[config.mk]
export PLATFORM = sky130hd
export DESIGN_NAME = dual_target_frame_parser_unit
export DESIGN_NICKNAME = d
export VERILOG_FILES = /design/src/hw/rtl/dtfp_pkg.sv /design/src/hw/rtl/dual_target_frame_parser_unit.sv /design/src/hw/rtl/dtfp_front.sv /design/src/hw/rtl/dtfp_evq.sv /design/src/hw/rtl/dtfp_back.sv
export SDC_FILE = /design/constraint.sdc
export NUM_CORES = 1
export LEC_CHECK = 0
export ABC_AREA = 1
export BUFFER_PORTS_ARGS = -buffer_cell sky130_fd_sc_hd__buf_2
export CAP_MARGIN = 20
export CORE_MARGIN = 5
export CORE_UTILIZATION = 55
export CTS_CLUSTER_DIAMETER = 30
export DETAILED_ROUTE_END_ITERATION = 12
export PLACE_DENSITY = 0.72
export SYNTH_ARGS = -nofsm -noshare
export SYNTH_HDL_FRONTEND = slang
export SYNTH_SLANG_ARGS = --single-unit
[constraint.sdc]
create_clock -name clk_i -period 11.4 [get_ports clk_i]
set_input_delay 2.28 -clock clk_i [delete_from_list [all_inputs] [get_ports clk_i]]
set_output_delay 2.28 -clock clk_i [all_outputs]
set_load 0.02 [all_outputs]
[src/hw/rtl/dtfp_pkg.sv]
// Shared types, constants and helpers for the dual target frame parser.
package dtfp_pkg;

  localparam int MAX_FRAME_BYTES = 7;
  localparam int CNT_W           = $clog2(MAX_FRAME_BYTES + 1);
  localparam int DATA_BYTES      = 4;
  localparam int KEPT_BYTES      = 5;

  localparam logic [7:0] SYNC_BYTE = 8'hFE;
  localparam logic [7:0] TERM_BYTE = 8'hFF;

  localparam logic [15:0] TIMEOUT_RST     = 16'd100;
  localparam logic [7:0]  X_CENTER_RST    = 8'd80;
  localparam logic [7:0]  Y_CENTER_RST    = 8'd60;
  localparam logic [7:0]  ABSENT_CODE_RST = 8'd253;

  localparam int CFG_IDX_W  = 2;
  localparam int CFG_DATA_W = 16;

  typedef enum logic [CFG_IDX_W-1:0] {
    CFG_TIMEOUT  = 2'd0,
    CFG_X_CENTER = 2'd1,
    CFG_Y_CENTER = 2'd2,
    CFG_ABSENT   = 2'd3
  } cfg_idx_e;

  typedef enum logic [1:0] {
    ST_OK      = 2'd0,
    ST_SUM     = 2'd1,
    ST_NOTERM  = 2'd2,
    ST_TIMEOUT = 2'd3
  } status_e;

  // What the front hands to the back for each finished frame or timeout.
  typedef enum logic [1:0] {
    EV_TIMEOUT = 2'd0,
    EV_NOTERM  = 2'd1,
    EV_SHORT   = 2'd2,
    EV_FRAME   = 2'd3
  } ev_kind_e;

  typedef struct packed {
    ev_kind_e                        kind;
    logic [KEPT_BYTES-1:0][7:0]      bytes;
  } ev_t;

  typedef struct packed {
    logic [7:0] x_center;
    logic [7:0] y_center;
    logic [7:0] absent_code;
  } back_cfg_t;

  typedef struct packed {
    status_e           status;
    logic              black_valid;
    logic signed [8:0] black_x;
    logic signed [8:0] black_y;
    logic              car_valid;
    logic signed [8:0] car_x;
    logic signed [8:0] car_y;
  } res_t;

  // Byte modulo 10 by restoring subtraction of 160, 80, 40, 20, 10.
  function automatic logic [3:0] mod10(input logic [7:0] v);
    logic [7:0] r;
    r = v;
    if (r >= 8'd160) r = r - 8'd160;
    if (r >= 8'd80)  r = r - 8'd80;
    if (r >= 8'd40)  r = r - 8'd40;
    if (r >= 8'd20)  r = r - 8'd20;
    if (r >= 8'd10)  r = r - 8'd10;
    return r[3:0];
  endfunction

endpackage

[src/hw/rtl/dual_target_frame_parser_unit.sv]
// Top level of the dual target frame parser: config registers, front, queue, back.
//
//  channel   dir   handshake                  beat carries
//  -------   ---   -------------------------  --------------------------------------
//  item      in    push / full                mode_i, rx_byte_i
//  result    out   empty / pop                status_o, black_*_o, car_*_o
//  config    in    cfg_valid_i / cfg_ready_o  cfg_index_i, cfg_data_i
//
//  One item beat per cycle unless full. The front classifies a beat in the cycle it
//  is taken; a frame end or timeout becomes an event in a 2-beat queue, and the back
//  takes one event per cycle while the result queue has room, computes the checksum
//  and updates the targets. A result is registered in the event queue, then in the
//  result queue, before it shows on the ports and can be popped.
//  Reset clears control and target state at once; there is no clearing pass.
//  If pop is held low the 2-beat result queue fills, then the event queue, then
//  full rises; items that cause no result are also held off while full is high.
module dual_target_frame_parser_unit import dtfp_pkg::*; (
  input  logic                  clk_i,
  input  logic                  rst_ni,
  // item channel
  input  logic                  push,
  output logic                  full,
  input  logic                  mode_i,
  input  logic [7:0]            rx_byte_i,
  // result channel
  output logic                  empty,
  input  logic                  pop,
  output logic [1:0]            status_o,
  output logic                  black_valid_o,
  output logic signed [8:0]     black_x_o,
  output logic signed [8:0]     black_y_o,
  output logic                  car_valid_o,
  output logic signed [8:0]     car_x_o,
  output logic signed [8:0]     car_y_o,
  // config channel
  input  logic                  cfg_valid_i,
  output logic                  cfg_ready_o,
  input  logic [CFG_IDX_W-1:0]  cfg_index_i,
  input  logic [CFG_DATA_W-1:0] cfg_data_i
);

  logic [15:0] timeout_q;
  back_cfg_t   bcfg_q;

  logic ev_push, ev_full, ev_valid, ev_pop;
  ev_t  ev_in, ev_out;
  res_t res;

  // always ready: the user writes only while the block is idle; nothing enforces it
  assign cfg_ready_o = 1'b1;

  always_ff @(posedge clk_i or negedge rst_ni) begin
    if (!rst_ni) begin
      timeout_q          <= TIMEOUT_RST;
      bcfg_q.x_center    <= X_CENTER_RST;
      bcfg_q.y_center    <= Y_CENTER_RST;
      bcfg_q.absent_code <= ABSENT_CODE_RST;
    end else if (cfg_valid_i) begin
      case (cfg_idx_e'(cfg_index_i))
        CFG_TIMEOUT:  timeout_q          <= cfg_data_i[15:0];
        CFG_X_CENTER: bcfg_q.x_center    <= cfg_data_i[7:0];
        CFG_Y_CENTER: bcfg_q.y_center    <= cfg_data_i[7:0];
        CFG_ABSENT:   bcfg_q.absent_code <= cfg_data_i[7:0];
        default: ;
      endcase
    end
  end

  dtfp_front u_front (
    .clk_i           (clk_i),
    .rst_ni          (rst_ni),
    .push            (push),
    .full            (full),
    .mode_i          (mode_i),
    .rx_byte_i       (rx_byte_i),
    .timeout_ticks_i (timeout_q),
    .ev_full_i       (ev_full),
    .ev_push_o       (ev_push),
    .ev_o            (ev_in)
  );

  dtfp_evq u_evq (
    .clk_i   (clk_i),
    .rst_ni  (rst_ni),
    .push_i  (ev_push),
    .data_i  (ev_in),
    .full_o  (ev_full),
    .pop_i   (ev_pop),
    .valid_o (ev_valid),
    .data_o  (ev_out)
  );

  dtfp_back u_back (
    .clk_i      (clk_i),
    .rst_ni     (rst_ni),
    .cfg_i      (bcfg_q),
    .ev_valid_i (ev_valid),
    .ev_i       (ev_out),
    .ev_pop_o   (ev_pop),
    .pop        (pop),
    .empty      (empty),
    .res_o      (res)
  );

  assign status_o      = res.status;
  assign black_valid_o = res.black_valid;
  assign black_x_o     = res.black_x;
  assign black_y_o     = res.black_y;
  assign car_valid_o   = res.car_valid;
  assign car_x_o       = res.car_x;
  assign car_y_o       = res.car_y;

endmodule

[src/hw/rtl/dtfp_front.sv]
// Front end: sync hunt, tick timeout and frame byte collection.
module dtfp_front import dtfp_pkg::*; (
  input  logic        clk_i,
  input  logic        rst_ni,
  input  logic        push,
  output logic        full,
  input  logic        mode_i,
  input  logic [7:0]  rx_byte_i,
  input  logic [15:0] timeout_ticks_i,
  input  logic        ev_full_i,
  output logic        ev_push_o,
  output ev_t         ev_o
);

  logic                       collecting_q, collecting_d;
  logic [CNT_W-1:0]           cnt_q, cnt_d;
  logic [15:0]                ticks_q, ticks_d;
  logic [KEPT_BYTES-1:0][7:0] frame_q, frame_d;

  logic             accept;
  logic [15:0]      ticks_inc;
  logic [CNT_W-1:0] cnt_inc;

  assign full   = ev_full_i;
  assign accept = push && !ev_full_i;

  assign ticks_inc = (ticks_q != 16'hFFFF) ? ticks_q + 16'd1 : ticks_q;
  assign cnt_inc   = cnt_q + CNT_W'(1);

  always_comb begin
    collecting_d = collecting_q;
    cnt_d        = cnt_q;
    ticks_d      = ticks_q;
    frame_d      = frame_q;
    ev_push_o    = 1'b0;
    ev_o.kind    = EV_FRAME;
    ev_o.bytes   = frame_q;
    if (accept) begin
      if (!collecting_q) begin
        if (mode_i) begin
          if (ticks_inc >= timeout_ticks_i) begin
            ticks_d   = '0;
            ev_push_o = 1'b1;
            ev_o.kind = EV_TIMEOUT;
          end else begin
            ticks_d = ticks_inc;
          end
        end else if (rx_byte_i == SYNC_BYTE) begin
          collecting_d = 1'b1;
          cnt_d        = '0;
          ticks_d      = '0;
        end
      end else if (!mode_i) begin
        for (int i = 0; i < KEPT_BYTES; i++) begin
          if (cnt_q == CNT_W'(i)) frame_d[i] = rx_byte_i;
        end
        cnt_d = cnt_inc;
        if (rx_byte_i == TERM_BYTE) begin
          // a terminator before the checksum byte marks a short frame, a later one a full frame
          ev_push_o = 1'b1;
          ev_o.kind = (cnt_q < CNT_W'(KEPT_BYTES)) ? EV_SHORT : EV_FRAME;
        end else if (cnt_inc >= CNT_W'(MAX_FRAME_BYTES)) begin
          ev_push_o = 1'b1;
          ev_o.kind = EV_NOTERM;
        end
        if (ev_push_o) begin
          collecting_d = 1'b0;
          cnt_d        = '0;
          ticks_d      = '0;
        end
      end
    end
  end

  always_ff @(posedge clk_i or negedge rst_ni) begin
    if (!rst_ni) begin
      collecting_q <= 1'b0;
      cnt_q        <= '0;
      ticks_q      <= '0;
    end else begin
      collecting_q <= collecting_d;
      cnt_q        <= cnt_d;
      ticks_q      <= ticks_d;
    end
  end

  always_ff @(posedge clk_i) begin
    frame_q <= frame_d;
  end

endmodule

[src/hw/rtl/dtfp_evq.sv]
// Two-entry event queue between front and back.
module dtfp_evq import dtfp_pkg::*; (
  input  logic clk_i,
  input  logic rst_ni,
  input  logic push_i,
  input  ev_t  data_i,
  output logic full_o,
  input  logic pop_i,
  output logic valid_o,
  output ev_t  data_o
);

  ev_t        mem_q [2];
  logic       wr_q, rd_q;
  logic [1:0] count_q;
  logic       do_push, do_pop;

  assign full_o  = (count_q == 2'd2);
  assign valid_o = (count_q != 2'd0);
  assign data_o  = mem_q[rd_q];
  assign do_push = push_i && !full_o;
  assign do_pop  = pop_i && valid_o;

  always_ff @(posedge clk_i or negedge rst_ni) begin
    if (!rst_ni) begin
      wr_q    <= 1'b0;
      rd_q    <= 1'b0;
      count_q <= 2'd0;
    end else begin
      if (do_push) wr_q <= !wr_q;
      if (do_pop)  rd_q <= !rd_q;
      count_q <= count_q + {1'b0, do_push} - {1'b0, do_pop};
    end
  end

  always_ff @(posedge clk_i) begin
    if (do_push) mem_q[wr_q] <= data_i;
  end

endmodule

[src/hw/rtl/dtfp_back.sv]
// Back end: checksum, target update and two-entry result queue.
module dtfp_back import dtfp_pkg::*; (
  input  logic      clk_i,
  input  logic      rst_ni,
  input  back_cfg_t cfg_i,
  input  logic      ev_valid_i,
  input  ev_t       ev_i,
  output logic      ev_pop_o,
  input  logic      pop,
  output logic      empty,
  output res_t      res_o
);

  logic              bv_q, bv_d, cv_q, cv_d;
  logic signed [8:0] bx_q, bx_d, by_q, by_d, cx_q, cx_d, cy_q, cy_d;

  res_t       oq_q [2];
  logic       wr_q, rd_q;
  logic [1:0] count_q;
  logic       oq_full, fire, do_pop;

  logic [5:0]        sum;
  logic              sum_ok, black_seen, car_seen;
  logic signed [8:0] bx_new, by_new, cx_new, cy_new;
  status_e           status;

  assign oq_full  = (count_q == 2'd2);
  assign empty    = (count_q == 2'd0);
  assign fire     = ev_valid_i && !oq_full;
  assign ev_pop_o = fire;
  assign do_pop   = pop && !empty;
  assign res_o    = oq_q[rd_q];

  assign sum = 6'(mod10(ev_i.bytes[0])) + 6'(mod10(ev_i.bytes[1]))
             + 6'(mod10(ev_i.bytes[2])) + 6'(mod10(ev_i.bytes[3]));
  assign sum_ok = (ev_i.bytes[DATA_BYTES] == {2'b00, sum});

  assign black_seen = (ev_i.bytes[0] != cfg_i.absent_code)
                   && (ev_i.bytes[1] != cfg_i.absent_code);
  assign car_seen   = (ev_i.bytes[2] != cfg_i.absent_code)
                   && (ev_i.bytes[3] != cfg_i.absent_code);

  assign bx_new = $signed({1'b0, ev_i.bytes[0]}) - $signed({1'b0, cfg_i.x_center});
  assign by_new = $signed({1'b0, ev_i.bytes[1]}) - $signed({1'b0, cfg_i.y_center});
  assign cx_new = $signed({1'b0, ev_i.bytes[2]}) - $signed({1'b0, cfg_i.x_center});
  assign cy_new = $signed({1'b0, ev_i.bytes[3]}) - $signed({1'b0, cfg_i.y_center});

  always_comb begin
    bv_d = bv_q; bx_d = bx_q; by_d = by_q;
    cv_d = cv_q; cx_d = cx_q; cy_d = cy_q;
    status = ST_SUM;
    case (ev_i.kind)
      EV_TIMEOUT: status = ST_TIMEOUT;
      EV_NOTERM:  status = ST_NOTERM;
      EV_SHORT:   status = ST_SUM;
      EV_FRAME:   status = sum_ok ? ST_OK : ST_SUM;
      default:    status = ST_SUM;
    endcase
    if (status == ST_OK) begin
      bv_d = black_seen;
      cv_d = car_seen;
      if (black_seen) begin
        bx_d = bx_new;
        by_d = by_new;
      end
      if (car_seen) begin
        cx_d = cx_new;
        cy_d = cy_new;
      end
    end else begin
      bv_d = 1'b0;
      cv_d = 1'b0;
    end
  end

  always_ff @(posedge clk_i or negedge rst_ni) begin
    if (!rst_ni) begin
      bv_q <= 1'b0; bx_q <= '0; by_q <= '0;
      cv_q <= 1'b0; cx_q <= '0; cy_q <= '0;
      wr_q    <= 1'b0;
      rd_q    <= 1'b0;
      count_q <= 2'd0;
    end else begin
      if (fire) begin
        bv_q <= bv_d; bx_q <= bx_d; by_q <= by_d;
        cv_q <= cv_d; cx_q <= cx_d; cy_q <= cy_d;
        wr_q <= !wr_q;
      end
      if (do_pop) rd_q <= !rd_q;
      count_q <= count_q + {1'b0, fire} - {1'b0, do_pop};
    end
  end

  always_ff @(posedge clk_i) begin
    if (fire) begin
      oq_q[wr_q] <= '{status: status, black_valid: bv_d, black_x: bx_d, black_y: by_d,
                      car_valid: cv_d, car_x: cx_d, car_y: cy_d};
    end
  end

endmodule

==> out/metrics.yaml, run 1 <==
synth-seq-cells: 308
tritoncts: "built"
cp_num_buf_inv: 8
antenna_found_initial: 0
cts_buffer_depth: 3
report.final.slew_viol_count: 0
cp.required_ns: 11.90
crit_path_start_kind: "flop"
endpoint_kind: "flop"
worst_pin_slew_ns: 1.08
boundaryPins: 75
syn_area_per_cell_um2: 9.10
holdPathEnd: "u_evq.mem_q[1][11]"
holdCritPathClass: "flop to flop"
grt_overflow: 0
portBuffers: 73
fmax_mhz: 112
die_h_um: 188
track_usage_pct: 23.5
path_max_fanout: 33
row_count: 65
place.gp.congestion: 0.899
cp_slowest_stage_delay_ns: 0.75
cts_sinks: 308
synthTopCellsByArea: "edfxtp_1 (35%), dfrtp_1 (13%), nand2_1 (12%), ha_1 (6.4%), inv_1 (4.7%)"
finalClockSkew_ns: 0.0456
reg2reg_from: "u_evq.rd_q"
synth_most_common_cell: "nand2_1"
synth_edf_count: 204
r2r-end: "u_back.by_q[5]"
ant_nets: 0
tns_ns: 0
yosys.area.top_type_share_pct: 35.2
syn_area_um2: 17400
vias: 13300
diodes: 0
critPathKind: "flop to flop"
first_global_vias: 13400
ys_async_sr_fraction_pct: 33.8
die_w_um: 188
layout-drive-gt1-share_pct: 19.1
numCtsBuffers: 66
die-area_um2: 35300
finalSetupViolCount: 0
synthCells: 1909
grt_max_degree: 59
critPathTopFamily: "simple AND/OR/NAND/NOR gates"
worstSkewPairLatency_ns: 0.58
synth_fp_nets: 2040
grt_pass1_wl_mm: 67.4
wl_mm: 41.2
holdPathStages: 0
cap_violations: 0
nNetsFinal: 2151
vias_per_cell: 5.39
drt_first_pass_iters: 5
status: "complete, no violations"
post-cts-setup-buffer-count: 0
critPathMostFrequentCell: "nand2_1"
rsz0062_at_grt: "false"
n_fill_cell: 2428
min_from: "u_front.ev_o[11]"
cts_hold_buf: 0
yosys.area.top_type: "edfxtp_1"
first_iter_violations: 941
cp_num_cells: 54
core-area_um2: 31400
slowest_stage: "nand3_1"
initial_core_util_pct: 55.4
h-tree-depth: 3
cts_root_buf: "clkbuf_16"
synth_common_cells: "nand2_1 (557), inv_1 (219), edfxtp_1 (204)"
ys_types: 60
area_growth_pct: 18.7
r2r_cells: 54
wl_per_cell_um: 16.6
r2r_slack_ns: 2.44
clk_pin_slew_ns: 0.05
drc: 0
hold_viol: 0
synth_ff_type: "edfxtp_1"
yosysWarnings: 0
synth-seq-area-share_pct: 50.3
slew_headroom_pct: 28.0
ctsResizeCount: 0
crit_arrival_ns: 9.45
fin_crit_ns: 8.96
fin_crit_sh_pct: 78.6
hpwl_mm: 28.3
==> worst reg2reg max path: cells and delay by family, from the launching register on <==
kind,cells,cell delay [ns]
compound gates,3,0.41
xor+xnor,1,0.21
fa+ha+maj,7,2.01
buf+inv,8,1.45
flops,1,0.40
simple gates,35,4.41
==> area by class of cell <==
class / instances / area (um2) / share of cell area [%]
inverter: 244 / 916 / 4.44
clock inverter: 48 / 736 / 3.57
tap: 402 / 503 / 2.44
multi-input combinational: 1310 / 7490 / 36.3
timing repair buffer: 90 / 503 / 2.44
sequential: 308 / 8750 / 42.4
clock buffer: 74 / 1730 / 8.39
==> sequential cells by signal, summed over array words and instances (netlist names) <==
name                  flops
u_back.cy_q               9
u_evq.rd_q                1
u_evq.mem_q              84
u_back.bx_q               9
timeout_q                16
u_back.wr_q               1
u_front.collecting_q      1
u_back.oq_q              80
u_evq.count_q             2
u_front.ticks_q          16
u_back.rd_q               1
u_back.by_q               9
bcfg_q                   24
u_back.count_q            2
u_front.ev_o             40
u_back.cx_q               9
u_front.cnt_q             3
u_evq.wr_q                1
==> layer usage <==
layer	vias to the layer above	wire, um	track usage, %
met4	0	1280	8.33
met5	-	0	0
met2	406	20600	40.9
li1	6494	-	-
met1	6352	17000	29.5
met3	89	2340	4.26
==> worst max-delay path by stage <==
stage | from | to
final | u_evq.rd_q | u_back.by_q[5]
after floorplan | u_evq.rd_q | u_back.oq_q[0][19]
after detailed placement | u_evq.rd_q | u_back.by_q[5]
after CTS | u_evq.rd_q | u_back.by_q[5]
after global placement | u_evq.rd_q | u_back.by_q[5]
after global routing | u_evq.rd_q | u_back.by_q[5]
==> kinds of logic (layout without fill, tap and decap cells) <==
logic type	Yosys count	in the layout	synth area share, %
AOI/OAI and AO/OA	233	233	7.62
xor gates and xnor gates	72	72	3.67
adders and majority gates	99	99	7.56
buffers and inverters	291	456	6.71
DFF	308	308	50.3
muxes	5	5	0.295
other	1	1	0.0216
and+or+nand+nor	900	900	23.8
==> stage by stage <==
stage                     setup WS [ns]  hold WS (ns)  cell area (um2)  std cells  utilization [%]
final                              2.44         0.436            20600       2476             65.7
after global routing               1.45         0.449            20600       2476             65.7
after CTS                          2.51         0.437            20600       2474             65.7
after detailed placement           2.57         0.430            18100       2352             57.8
after global placement             2.95         0.422            18100       2352             57.8
after floorplan                    4.45         0.421            17400       1909                -
==> placed cells by master, fill, tap and decap left out, types with 6 or more instances in the layout <==
cell	synthesis	layout
a21oi_1	75	75
buf_2	2	72
buf_4	1	17
bufinv_16	0	11
clkbuf_16	0	66
clkinv_1	4	6
clkinv_2	0	6
clkinvlp_4	0	9
dfrtp_1	88	87
dfstp_2	16	16
edfxtp_1	204	204
fa_1	10	10
ha_1	89	89
inv_1	219	219
inv_2	21	21
inv_6	0	9
nand2_1	557	557
nand2_2	76	76
nand2_4	9	9
nand3_1	87	87
nand3_2	21	21
nand4_1	13	13
nor2_1	71	67
nor2_2	7	7
nor2_4	5	9
nor3_1	18	18
nor4_1	10	10
o21ai_0	107	107
o21ai_1	9	9
o21ai_2	8	8
o21bai_1	6	6
xnor2_1	21	21
xor2_1	50	50
Power of run 1 is left out: the tool's default activity adds up to more than one toggle a clock period on the data nets, which glitch-free logic cannot reach.
==> run 2: changes to the inputs <==
--- a/config.mk
+++ b/config.mk
@@ -12,7 +12,7 @@
 export CORE_UTILIZATION = 55
 export CTS_CLUSTER_DIAMETER = 30
 export DETAILED_ROUTE_END_ITERATION = 12
-export PLACE_DENSITY = 0.72
+export PLACE_DENSITY = 0.75
 export SYNTH_ARGS = -nofsm -noshare
 export SYNTH_HDL_FRONTEND = slang
 export SYNTH_SLANG_ARGS = --single-unit
==> constraint.sdc (replaced) <==
create_clock -name clk_i -period 7.55 [get_ports clk_i]
set_input_delay 1.51 -clock clk_i [delete_from_list [all_inputs] [get_ports clk_i]]
set_output_delay 1.51 -clock clk_i [all_outputs]
set_load 0.02 [all_outputs]
==> run 2 against run 1 <==
Compared with the run above: cell count rose by 1.9%; critical endpoint is now u_back.by_q[7]; critical path type unchanged; hold slack gained 0.0061 ns; clock skew decreased by 0.011 ns; via count rose by 2.1%.
==> out/metrics.yaml, run 2 (synthesis gave the netlist of run 1 again) <==
status: "complete, no violations"
path_max_fanout: 8  # -76%
critPathMostFrequentCell: "nand2_2"
cp.required_ns: 8.05  # -3.85 ns
cts_buffer_depth: 3  # unchanged
finalClockSkew_ns: 0.0342  # -0.0114 ns
die_h_um: 188  # unchanged
die_w_um: 188  # unchanged
postLayoutCoreUtil_pct: 67.7  # +2.0 points
initial_core_util_pct: 55.4  # unchanged
r2r_slack_ns: 0.12  # -2.32 ns
cts_root_buf: "clkbuf_16"
report.final.slew_viol_count: 0  # unchanged
min_from: "u_front.ev_o[39]"
drt_first_pass_iters: 5  # unchanged
wl_mm: 43.0  # +4.3%
final_common_cell: "nand2_1"
vias_per_cell: 5.40  # +0.23%
fin_crit_ns: 7.43  # -1.53 ns
grt_overflow: 0  # unchanged
grt_use_met2_pct: 39.6  # -1.4 points
holdPathStages: 0  # unchanged
holdCritPathClass: "flop to flop"
track_usage_pct: 22.9  # -0.58 points
grt_pass1_wl_mm: 65.7  # -2.5%
core-area_um2: 31400  # unchanged
busiest_layer: "met2"
cts_sinks: 308  # unchanged
final_cell_mix: "nand2_1 (528), inv_1 (210), edfxtp_1 (204), nand2_2 (93), o21ai_0 (89)"
nNetsFinal: 2206  # +2.6%
row_count: 65  # unchanged
cp_slowest_stage_delay_ns: 0.57  # -0.18 ns
crit_path_start_kind: "flop"
wl_per_cell_um: 17.0  # +2.3%
h-tree-depth: 2  # -1
drc: 0  # unchanged
die-area_um2: 35300  # unchanged
top_register: "u_evq.mem_q"
portBuffers: 73  # unchanged
cts_hold_buf: 0  # unchanged
tritoncts: "built"
fin_crit_sh_pct: 98.5  # +20 points
dpl-instance-area_um2: 18300  # +1.0%
use_met3_pct: 3.74  # -0.52 points
worst_pin_slew_ns: 1.03  # -0.0454 ns
hold_viol: 0  # unchanged
clk_pin_slew_ns: 0.06  # about the same
first_iter_violations: 1002  # +6.5%
met1_usage_pct: 29.4  # -0.065 points
crit_arrival_ns: 7.93  # -1.52 ns
reg2reg_from: "u_evq.rd_q"
holdPathEnd: "u_evq.mem_q[0][39]"
first_global_vias: 13200  # -1.9%
slowest_stage: "fa_2"
final_area_um2: 21300  # +3.0%
critPathKind: "flop to flop"
r2r-end: "u_back.by_q[7]"
hpwl_mm: 29.7  # +4.7%
cap_violations: 0  # unchanged
slew_headroom_pct: 30.9  # +3.0 points
grt_max_degree: 73  # +24%
worstSkewPairLatency_ns: 0.57  # about the same
fmax_mhz: 135  # +21%
rsz0062_at_grt: "true"
diodes: 0  # unchanged
vias: 13600  # +2.1%
endpoint_kind: "flop"
antenna_found_initial: 0  # unchanged
numCtsBuffers: 54  # -18%
area_growth_pct: 22.3
boundaryPins: 75  # unchanged
ant_nets: 0  # unchanged
largest_reg_flops: 84  # unchanged
finalSetupViolCount: 0  # unchanged
layout-drive-gt1-share_pct: 24.8  # +5.6 points
n_fill_cell: 2230  # -8.2%
r2r_cells: 56  # +3.7%
tns_ns: 0  # unchanged
place.gp.congestion: 0.929  # +3.3%
run 2: cell types whose count changed in the layout (fill, tap and decap cells not counted), sizes merged:
cell,change
inv,-4
buf,+63
bufinv,-1
clkinv,-1
clkbuf,-10
run 2: worst max path at each step:
stage | slack [ns] | endpoint | startpoint
after detailed placement | -0.25 | u_back.by_q[5] | u_evq.rd_q
final | 0.12 | u_back.by_q[7] | u_evq.rd_q
after CTS | 0.03 | u_back.bx_q[2] | u_evq.rd_q
after global routing | -0.34 | u_back.by_q[2] | u_evq.rd_q
after floorplan | 0.60 | u_back.oq_q[0][19] | u_evq.rd_q
after global placement | 0.08 | u_back.oq_q[0][1] | u_evq.rd_q
run 2: layout make-up:
| type | count | area [um2] | share of cell area (%) |
|---|---|---|---|
| sequential | 308 | 8750 | 41.2 |
| multi-input combinational | 1310 | 8000 | 37.6 |
| clock buffer | 62 | 1410 | 6.65 |
| timing repair buffer | 155 | 1100 | 5.17 |
| inverter | 244 | 941 | 4.43 |
| clock inverter | 40 | 537 | 2.53 |
| tap | 402 | 503 | 2.37 |
| timing repair inverter | 2 | 15.0 | 0.0707 |
run 2: critical path, delay by kind of cell, from the launching register on:
kind / cells / cell delay, ns
flops: 1 / 0.56
fa+ha+maj: 5 / 1.60
buf+inv: 9 / 0.93
compound gates: 2 / 0.22
simple gates: 39 / 3.85
xor+xnor: 1 / 0.20
run 2: per-stage QoR:
step           worst slack (ns)  instances  hold WS (ns)
3_5_place_dp             -0.250       2373         0.430
3_3_place_gp             0.0775       2371         0.422
6_report                  0.115       2523         0.442
4_1_cts                  0.0263       2476         0.442
5_1_grt                  -0.336       2523         0.449
2_1_floorplan             0.602       1909         0.421
run 2: what timing repair did:
action / CTS / global route
buffers inserted: 1 / 42
pin swaps: 0 / 48
endpoints found under the setup margin: 81 / 112
gates resized for setup: 11 / 151
endpoints found under the hold margin: 0 / 0
gates cloned: 0 / 4
run 2: layer usage:
layer	wire, um	up-vias
li1	-	6598
met1	17400	6374
met2	21100	528
met3	2940	125
met4	1630	0
met5	0	-
Power of run 2 is left out for the same reason.
